<file path="config.mk">
export PLATFORM = sky130hd
export DESIGN_NAME = integer_text_parse
export DESIGN_NICKNAME = d
export VERILOG_FILES = /design/src/rtl/core/itp_pkg.sv /design/src/rtl/core/itp_step.sv /design/src/rtl/core/integer_text_parse.sv
export SDC_FILE = /design/constraint.sdc
export NUM_CORES = 1
export LEC_CHECK = 0
export BUFFER_PORTS_ARGS = -buffer_cell sky130_fd_sc_hd__buf_2
export CORE_AREA = 4 4 175 177
export DETAILED_ROUTE_END_ITERATION = 6
export DIE_AREA = 0 0 179 181
export MAX_ROUTING_LAYER = met4
export SYNTH_ARGS = -nofsm -noshare
export SYNTH_HDL_FRONTEND = slang
export SYNTH_SLANG_ARGS = --single-unit
</file>
<file path="constraint.sdc">
create_clock -name clk -period 9.1 [get_ports clk]
set_input_delay 0.91 -clock clk [delete_from_list [all_inputs] [get_ports clk]]
set_output_delay 0.91 -clock clk [all_outputs]
set_load 0.01 [all_outputs]
</file>
<file path="src/rtl/core/itp_pkg.sv">
// ----------------------------------------------------------------------------
// itp_pkg
// Types and character constants shared by the integer text parser.
// ----------------------------------------------------------------------------
`default_nettype none

package itp_pkg;

  localparam int WORD_BITS   = 32;
  localparam int OFFSET_BITS = 16;
  localparam int BASE_BITS   = 6;
  localparam int CFG_IDX_BITS = 1;

  localparam logic [OFFSET_BITS-1:0] OFFSET_MAX = {OFFSET_BITS{1'b1}};

  // register indexes on the configuration port
  localparam logic [CFG_IDX_BITS-1:0] REG_NUMBER_BASE = 1'd0;
  localparam logic [CFG_IDX_BITS-1:0] REG_SIGNED_MODE = 1'd1;

  localparam logic [BASE_BITS-1:0] BASE_RESET = 6'd10;
  localparam logic [BASE_BITS-1:0] BASE_AUTO  = 6'd0;
  localparam logic [BASE_BITS-1:0] BASE_OCT   = 6'd8;
  localparam logic [BASE_BITS-1:0] BASE_DEC   = 6'd10;
  localparam logic [BASE_BITS-1:0] BASE_HEX   = 6'd16;

  localparam logic [7:0] CH_TAB     = 8'h09;
  localparam logic [7:0] CH_CR      = 8'h0d;
  localparam logic [7:0] CH_SPACE   = 8'h20;
  localparam logic [7:0] CH_PLUS    = 8'h2b;
  localparam logic [7:0] CH_MINUS   = 8'h2d;
  localparam logic [7:0] CH_ZERO    = 8'h30;
  localparam logic [7:0] CH_NINE    = 8'h39;
  localparam logic [7:0] CH_UPPER_A = 8'h41;
  localparam logic [7:0] CH_UPPER_X = 8'h58;
  localparam logic [7:0] CH_UPPER_Z = 8'h5a;
  localparam logic [7:0] CH_LOWER_A = 8'h61;
  localparam logic [7:0] CH_LOWER_X = 8'h78;
  localparam logic [7:0] CH_LOWER_Z = 8'h7a;
  localparam logic [7:0] CASE_FOLD  = 8'hdf;
  localparam logic [7:0] LETTER_BIAS = 8'd10;

  typedef enum logic [3:0] {
    PH_LEAD     = 4'b0001,
    PH_POSTSIGN = 4'b0010,
    PH_DIGITS   = 4'b0100,
    PH_STOP     = 4'b1000
  } phase_t;

  typedef struct packed {
    logic [7:0] ch;
    logic       first;
  } item_t;

  typedef struct packed {
    logic [WORD_BITS-1:0]   result_word;
    logic                   stopped;
    logic [OFFSET_BITS-1:0] end_offset;
    logic                   negative;
  } result_t;

  typedef struct packed {
    phase_t                 phase;
    logic                   minus_seen;
    logic [WORD_BITS-1:0]   accumulator;
    logic [BASE_BITS-1:0]   active_base;
    logic                   base_undecided;
    logic [OFFSET_BITS-1:0] consumed_count;
  } parse_state_t;

endpackage

`default_nettype wire

</file>
<file path="src/rtl/core/itp_step.sv">
// ----------------------------------------------------------------------------
// itp_step
// Next parse state and result for one character, given the current state.
// ----------------------------------------------------------------------------
`default_nettype none

module itp_step import itp_pkg::*; (
  input  wire parse_state_t          cur,
  input  wire item_t                 item,
  input  wire logic [BASE_BITS-1:0]  number_base,
  input  wire logic                  signed_mode,
  output parse_state_t               nxt,
  output result_t                    res
);

  parse_state_t         st;
  logic [7:0]           c;
  logic [7:0]           up;
  logic                 is_space;
  logic                 is_digit;
  logic                 is_alpha;
  logic                 is_x;
  logic                 do_digit;
  logic                 do_mac;
  logic                 take;
  logic [BASE_BITS-1:0] mul_base;
  logic [BASE_BITS-1:0] digit_val;
  logic [WORD_BITS-1:0] product;

  always_comb begin
    c  = item.ch;
    up = c & CASE_FOLD;
    is_space = c inside {CH_SPACE, [CH_TAB:CH_CR]};
    is_digit = c inside {[CH_ZERO:CH_NINE]};
    is_alpha = c inside {[CH_UPPER_A:CH_UPPER_Z], [CH_LOWER_A:CH_LOWER_Z]};
    is_x     = (c == CH_UPPER_X) || (c == CH_LOWER_X);

    // a new string starts from a cleared state
    if (item.first) begin
      st.phase          = PH_LEAD;
      st.minus_seen     = 1'b0;
      st.accumulator    = '0;
      st.active_base    = number_base;
      st.base_undecided = (number_base == BASE_AUTO);
      st.consumed_count = '0;
    end else begin
      st = cur;
    end

    nxt      = st;
    do_digit = 1'b0;
    take     = 1'b0;

    case (st.phase)
      PH_LEAD: begin
        if (is_space) begin
          take = 1'b1;
        end else if (signed_mode && c == CH_MINUS) begin
          nxt.minus_seen = 1'b1;
          nxt.phase      = PH_POSTSIGN;
          take           = 1'b1;
        end else if (signed_mode && c == CH_PLUS) begin
          nxt.phase = PH_POSTSIGN;
          take      = 1'b1;
        end else begin
          nxt.phase = PH_DIGITS;
          do_digit  = 1'b1;
        end
      end
      PH_POSTSIGN: begin
        if (is_space) begin
          take = 1'b1;
        end else begin
          nxt.phase = PH_DIGITS;
          do_digit  = 1'b1;
        end
      end
      PH_DIGITS: do_digit = 1'b1;
      PH_STOP:   do_digit = 1'b0;
      default:   do_digit = 1'b0;
    endcase

    // resolve the base before the multiply-add
    mul_base  = st.active_base;
    digit_val = {2'b00, c[3:0]};
    do_mac    = 1'b0;
    if (do_digit) begin
      if (is_digit) begin
        if (st.active_base == BASE_AUTO) begin
          if (c == CH_ZERO) begin
            mul_base = BASE_OCT;  // keep undecided for a following x
          end else begin
            mul_base           = BASE_DEC;
            nxt.base_undecided = 1'b0;
          end
        end else begin
          nxt.base_undecided = 1'b0;
        end
        nxt.active_base = mul_base;
        do_mac          = 1'b1;
        take            = 1'b1;
      end else if (is_alpha) begin
        if (is_x) begin
          if (st.active_base == BASE_AUTO ||
              (st.active_base == BASE_OCT && st.base_undecided)) begin
            nxt.active_base    = BASE_HEX;
            nxt.base_undecided = 1'b0;
            take               = 1'b1;
          end else if (st.active_base == BASE_HEX) begin
            take = 1'b1;
          end else begin
            nxt.phase = PH_STOP;
          end
        end else if (st.active_base <= BASE_DEC) begin
          nxt.phase = PH_STOP;
        end else begin
          digit_val = BASE_BITS'(up - CH_UPPER_A + LETTER_BIAS);
          do_mac    = 1'b1;
          take      = 1'b1;
        end
      end else begin
        nxt.phase = PH_STOP;
      end
    end

    product = WORD_BITS'(st.accumulator * WORD_BITS'(mul_base));
    if (do_mac) begin
      nxt.accumulator = product + WORD_BITS'(digit_val);
    end

    // saturate the consumed count
    if (take && st.consumed_count != OFFSET_MAX) begin
      nxt.consumed_count = st.consumed_count + 1'b1;
    end

    res.result_word = nxt.minus_seen ? (WORD_BITS'(0) - nxt.accumulator) : nxt.accumulator;
    res.stopped     = (nxt.phase == PH_STOP);
    res.end_offset  = nxt.consumed_count;
    res.negative    = nxt.minus_seen;
  end

endmodule

`default_nettype wire

</file>
<file path="src/rtl/core/integer_text_parse.sv">
// Each accepted character passes through the input register and then the result
// register. Throughput: one character per cycle while out_stall holds no result
// beat back; the parse state loops through a single multiply-add by the active
// base, settled in the cycle the character leaves the input register.
// Reset (rst, synchronous): number_base = 10, signed_mode = 1, parse state
// cleared to the leading whitespace phase, both register stages emptied.
// ----------------------------------------------------------------------------
// integer_text_parse
// Streaming integer parser: one ASCII character in, one result beat out.
// ----------------------------------------------------------------------------
`default_nettype none

module integer_text_parse import itp_pkg::*; (
  input  wire  logic                    clk,
  input  wire  logic                    rst,
  input  wire  logic                    cfg_we,
  input  wire  logic [CFG_IDX_BITS-1:0] cfg_index,
  input  wire  logic [BASE_BITS-1:0]    cfg_data,
  input  wire  logic                    in_valid,
  output logic                          in_stall,
  input  wire  item_t                   in_data,
  output logic                          out_valid,
  input  wire  logic                    out_stall,
  output result_t                       out_data
);

  logic [BASE_BITS-1:0] number_base;
  logic                 signed_mode;
  logic                 inq_valid;
  item_t                inq;
  parse_state_t         state;
  parse_state_t         state_next;
  result_t              res_next;
  logic                 advance;

  itp_step u_step (
    .cur         (state),
    .item        (inq),
    .number_base (number_base),
    .signed_mode (signed_mode),
    .nxt         (state_next),
    .res         (res_next)
  );

  assign advance  = !out_valid || !out_stall;
  assign in_stall = inq_valid && !advance;

  always_ff @(posedge clk) begin
    if (rst) begin
      number_base <= BASE_RESET;
      signed_mode <= 1'b1;
    end else if (cfg_we) begin
      case (cfg_index)
        REG_NUMBER_BASE: number_base <= cfg_data;
        REG_SIGNED_MODE: signed_mode <= cfg_data[0];
        default: ;
      endcase
    end
  end

  // input register: load whenever it is free or draining
  always_ff @(posedge clk) begin
    if (rst) begin
      inq_valid <= 1'b0;
    end else if (!in_stall) begin
      inq_valid <= in_valid;
    end
  end

  always_ff @(posedge clk) begin
    if (!in_stall && in_valid) begin
      inq <= in_data;
    end
  end

  // result register and parse state advance together
  always_ff @(posedge clk) begin
    if (rst) begin
      out_valid            <= 1'b0;
      state.phase          <= PH_LEAD;
      state.minus_seen     <= 1'b0;
      state.accumulator    <= '0;
      state.active_base    <= BASE_RESET;
      state.base_undecided <= (BASE_RESET == BASE_AUTO);
      state.consumed_count <= '0;
    end else if (advance) begin
      out_valid <= inq_valid;
      if (inq_valid) begin
        state <= state_next;
      end
    end
  end

  always_ff @(posedge clk) begin
    if (advance && inq_valid) begin
      out_data <= res_next;
    end
  end

endmodule

`default_nettype wire

</file>
==> run_results.csv <==
group,metric,value,unit
run_status,outcome,"finished clean",
drt,first_pass_iters,6,
final_layout,mostFrequentLayoutCells,"nor2_1, nand2_1, fa_1, a21oi_1, and2_1",
timing,setup_violations,0,
drt,post-route-drc-count,0,
cts,clkLatencyLatePin,0.44,ns
worst_setup_path,startpoint_type,"register",
final_layout,layout-drive-gt1-share,0.105,
global_route,grt_max_degree,81,
timing,worst_slew_pin_slew,1.15,ns
worst_setup_path,cp_slowest_cell,"a2111oi_0",
cts,cts.path.max_buffers,2,
logic_synthesis,synth_edf_count,59,
logic_synthesis,ys_types,88,
job,drv_cap,0,
floorplan,die_w,179,um
cts,post-cts-setup-buffers,0,
logic_synthesis,syn_area_per_cell,8.75,um2
timing,fmax,0.122,GHz
worst_setup_path,crit_type,"register to register",
drt,drt_wl_total,36000,um
global_route,grt_antenna_before_repair,0,
worst_setup_path,crit_family,"compound AO/OA/AOI/OAI gates",
hold_path,min_path_type,"register to register",
pwr,total_power,1.65,mW
cts,cts_tree,"built",
floorplan,core_region_area,29200,um2
pwr,power.leakage,6.19,nW
logic_synthesis,seq_area_frac_synth,0.249,
drt,wl_per_cell,19.1,um
timing,clock_skew,0.0173,ns
pwr,ir_worst_vdd,0.127,mV
timing,layout_min_cycle_time,8.18,ns
pwr,p_per_area,118,nW/um2
final_layout,design_area,14000,um2
worst_setup_path,worstSetupEndpointType,"register",
worst_setup_path,r2r_start,"inq[1]",
cts,hold_buffers,0,
global_route,overflow,0,
floorplan,die_h,181,um
floorplan,pin_count,73,
global_route,grt_pass1_wl,57700,um
placed_design,numPortBuffers,72,
placed_design,hpwl,26800,um
floorplan,start_util,0.433,
timing,post-route-period-util,0.899,
final_layout,stdcell_count,1886,
global_route,grt_use_total,0.232,
worst_setup_path,path_common_cell,"inv_1",
logic_synthesis,syn_inst,1446,
logic_synthesis,ys.flop_type,"dfxtp_1",
logic_synthesis,ys_ff_latch,128,
drt,postRouteAntennaNets,0,
worst_setup_path,required,9.27,ns
timing,fin_ws,0.916,ns
worst_setup_path,rr_worst_depth,30,
cts,clk_pin_slew,0.06,ns
final_layout,fin_nets,1687,
final_layout,nFillCells,2848,
placed_design,placed_cells,1854,
drt,avgViaCountPerCell,5.73,
worst_setup_path,cp.arrival,8.35,ns
cts,numCtsBuffers,17,
placed_design,place_congestion,0.949,
floorplan,rows,63,
drt,vias,10800,
timing,hold_violations,0,
cts,cts.sinks,128,
placed_design,placed_area,13400,um2
placed_design,pre_cts_ws,0.943,ns
timing,slew_viol_final,0,
worst_setup_path,slowest_delay,0.56,ns
cts,cts_resized,0,
worst_setup_path,worstSetupPathDepth,30,
logic_synthesis,syn_nets,1650,
worst_setup_path,r2r_setup_slack,0.92,ns
final_layout,diodes,0,
final_layout,area_growth,10.3,%
worst_setup_path,path_max_fanout,14,
hold_path,hp-start,"inq_valid",
logic_synthesis,ys_warn_count,0,
timing,finalSetupTns,0,ns
cts,cts_htree_levels,4,
logic_synthesis,syn-cell-area,12700,um2
timing,rsz0062_at_grt,"false",
cts,cts_root_buf,"clkbuf_16",
logic_synthesis,async_flop_share,0,
final_layout,fin_util,0.477,
final_layout,final_common_cell,"nor2_1",
worst_setup_path,worstSetupStartpoint,"inq[1]",
timing,holdWs,0.488,ns
worst_setup_path,critPathBufInv,7,
hold_path,whs_path_depth,2,
timing,maxSlewHeadroom,0.233,
drt,drtIter0Drc,939,
global_route,grt_pass1_vias,10400,
floorplan,die_area,32400,um2
==> flip-flops by register name, summed over array words and instances (netlist names) <==
signal and cells:
inq 9, inq_valid 1, number_base 6, out_data 50
out_valid 1, signed_mode 1, state 60
==> metal layers <==
| metal | global-route usage | share of wire | vias up |
|---|---|---|---|
| li1 | - | - | 5123 |
| met1 | 0.339 | 0.47 | 5319 |
| met2 | 0.339 | 0.44 | 339 |
| met3 | 0.0383 | 0.066 | 32 |
| met4 | 0.0531 | 0.016 | 0 |
| met5 | - | 0 | - |
==> area by class of cell <==
cell class / count / area (um2) / share of cell area
clock buffers: 22 / 507 / 0.0363
clock inverters: 10 / 68.8 / 0.00493
flip-flops and latches: 128 / 3150 / 0.226
inverters: 67 / 254 / 0.0182
well taps: 390 / 488 / 0.0350
repair buffers: 93 / 518 / 0.0371
multi-input cells: 1176 / 8970 / 0.643
==> power by group <==
group	internal [mW]	switching [mW]	total (mW)
logic	0.107	0.202	0.309
registers	0.635	0.0302	0.665
clock network	0.397	0.281	0.678
==> worst register-to-register path, delay by kind of cell, from the launching register on <==
kind            cells  cell delay [ns]
compound gates      8             2.61
fa+ha+maj           6             2.59
simple gates        6             1.07
buf+inv             7             0.79
flops               1             0.48
xor+xnor            3             0.38
==> final timing paths <==
kind	end
min reg2reg	out_valid
min	out_valid
max	out_data[49]
max reg2reg	out_data[49]
==> cell families (layout without fill, tap and decap cells) <==
kind of cell | after synthesis | count (layout) | share of synthesized area
buf+inv | 142 | 192 | 0.0438
xor+xnor | 73 | 73 | 0.0505
compound gates | 300 | 300 | 0.162
flops | 128 | 128 | 0.249
simple gates | 606 | 606 | 0.236
fa+ha+maj | 183 | 183 | 0.247
mux | 14 | 14 | 0.0117
==> synth_stat cells (all sizes together), types with 4 or more instances <==
library cell	count	area share
a211o	6	0.0042
a211oi	31	0.019
a21o	6	0.0036
a21oi	88	0.035
a22oi	10	0.0059
a311oi	5	0.0035
a31oi	10	0.0061
a41oi	5	0.0035
and2	84	0.042
and3	34	0.017
buf	16	0.0064
clkbuf	59	0.017
dfxtp	69	0.11
edfxtp	59	0.14
fa	112	0.18
ha	71	0.070
inv	65	0.019
mux2i	11	0.0090
nand2	116	0.035
nand2b	4	0.0020
nand3	37	0.015
nand3b	7	0.0042
nand4	6	0.0030
nor2	211	0.063
nor2b	29	0.014
nor3	30	0.012
nor3b	7	0.0049
nor4	13	0.0086
nor4b	4	0.0033
o211a	6	0.0053
o211ai	10	0.0074
o21a	8	0.0047
o21ai	67	0.026
o31ai	10	0.0059
or2	4	0.0020
or3	11	0.0054
xnor2	47	0.033
xor2	26	0.018
No activity file was read; power rests on OpenSTA's default activity.
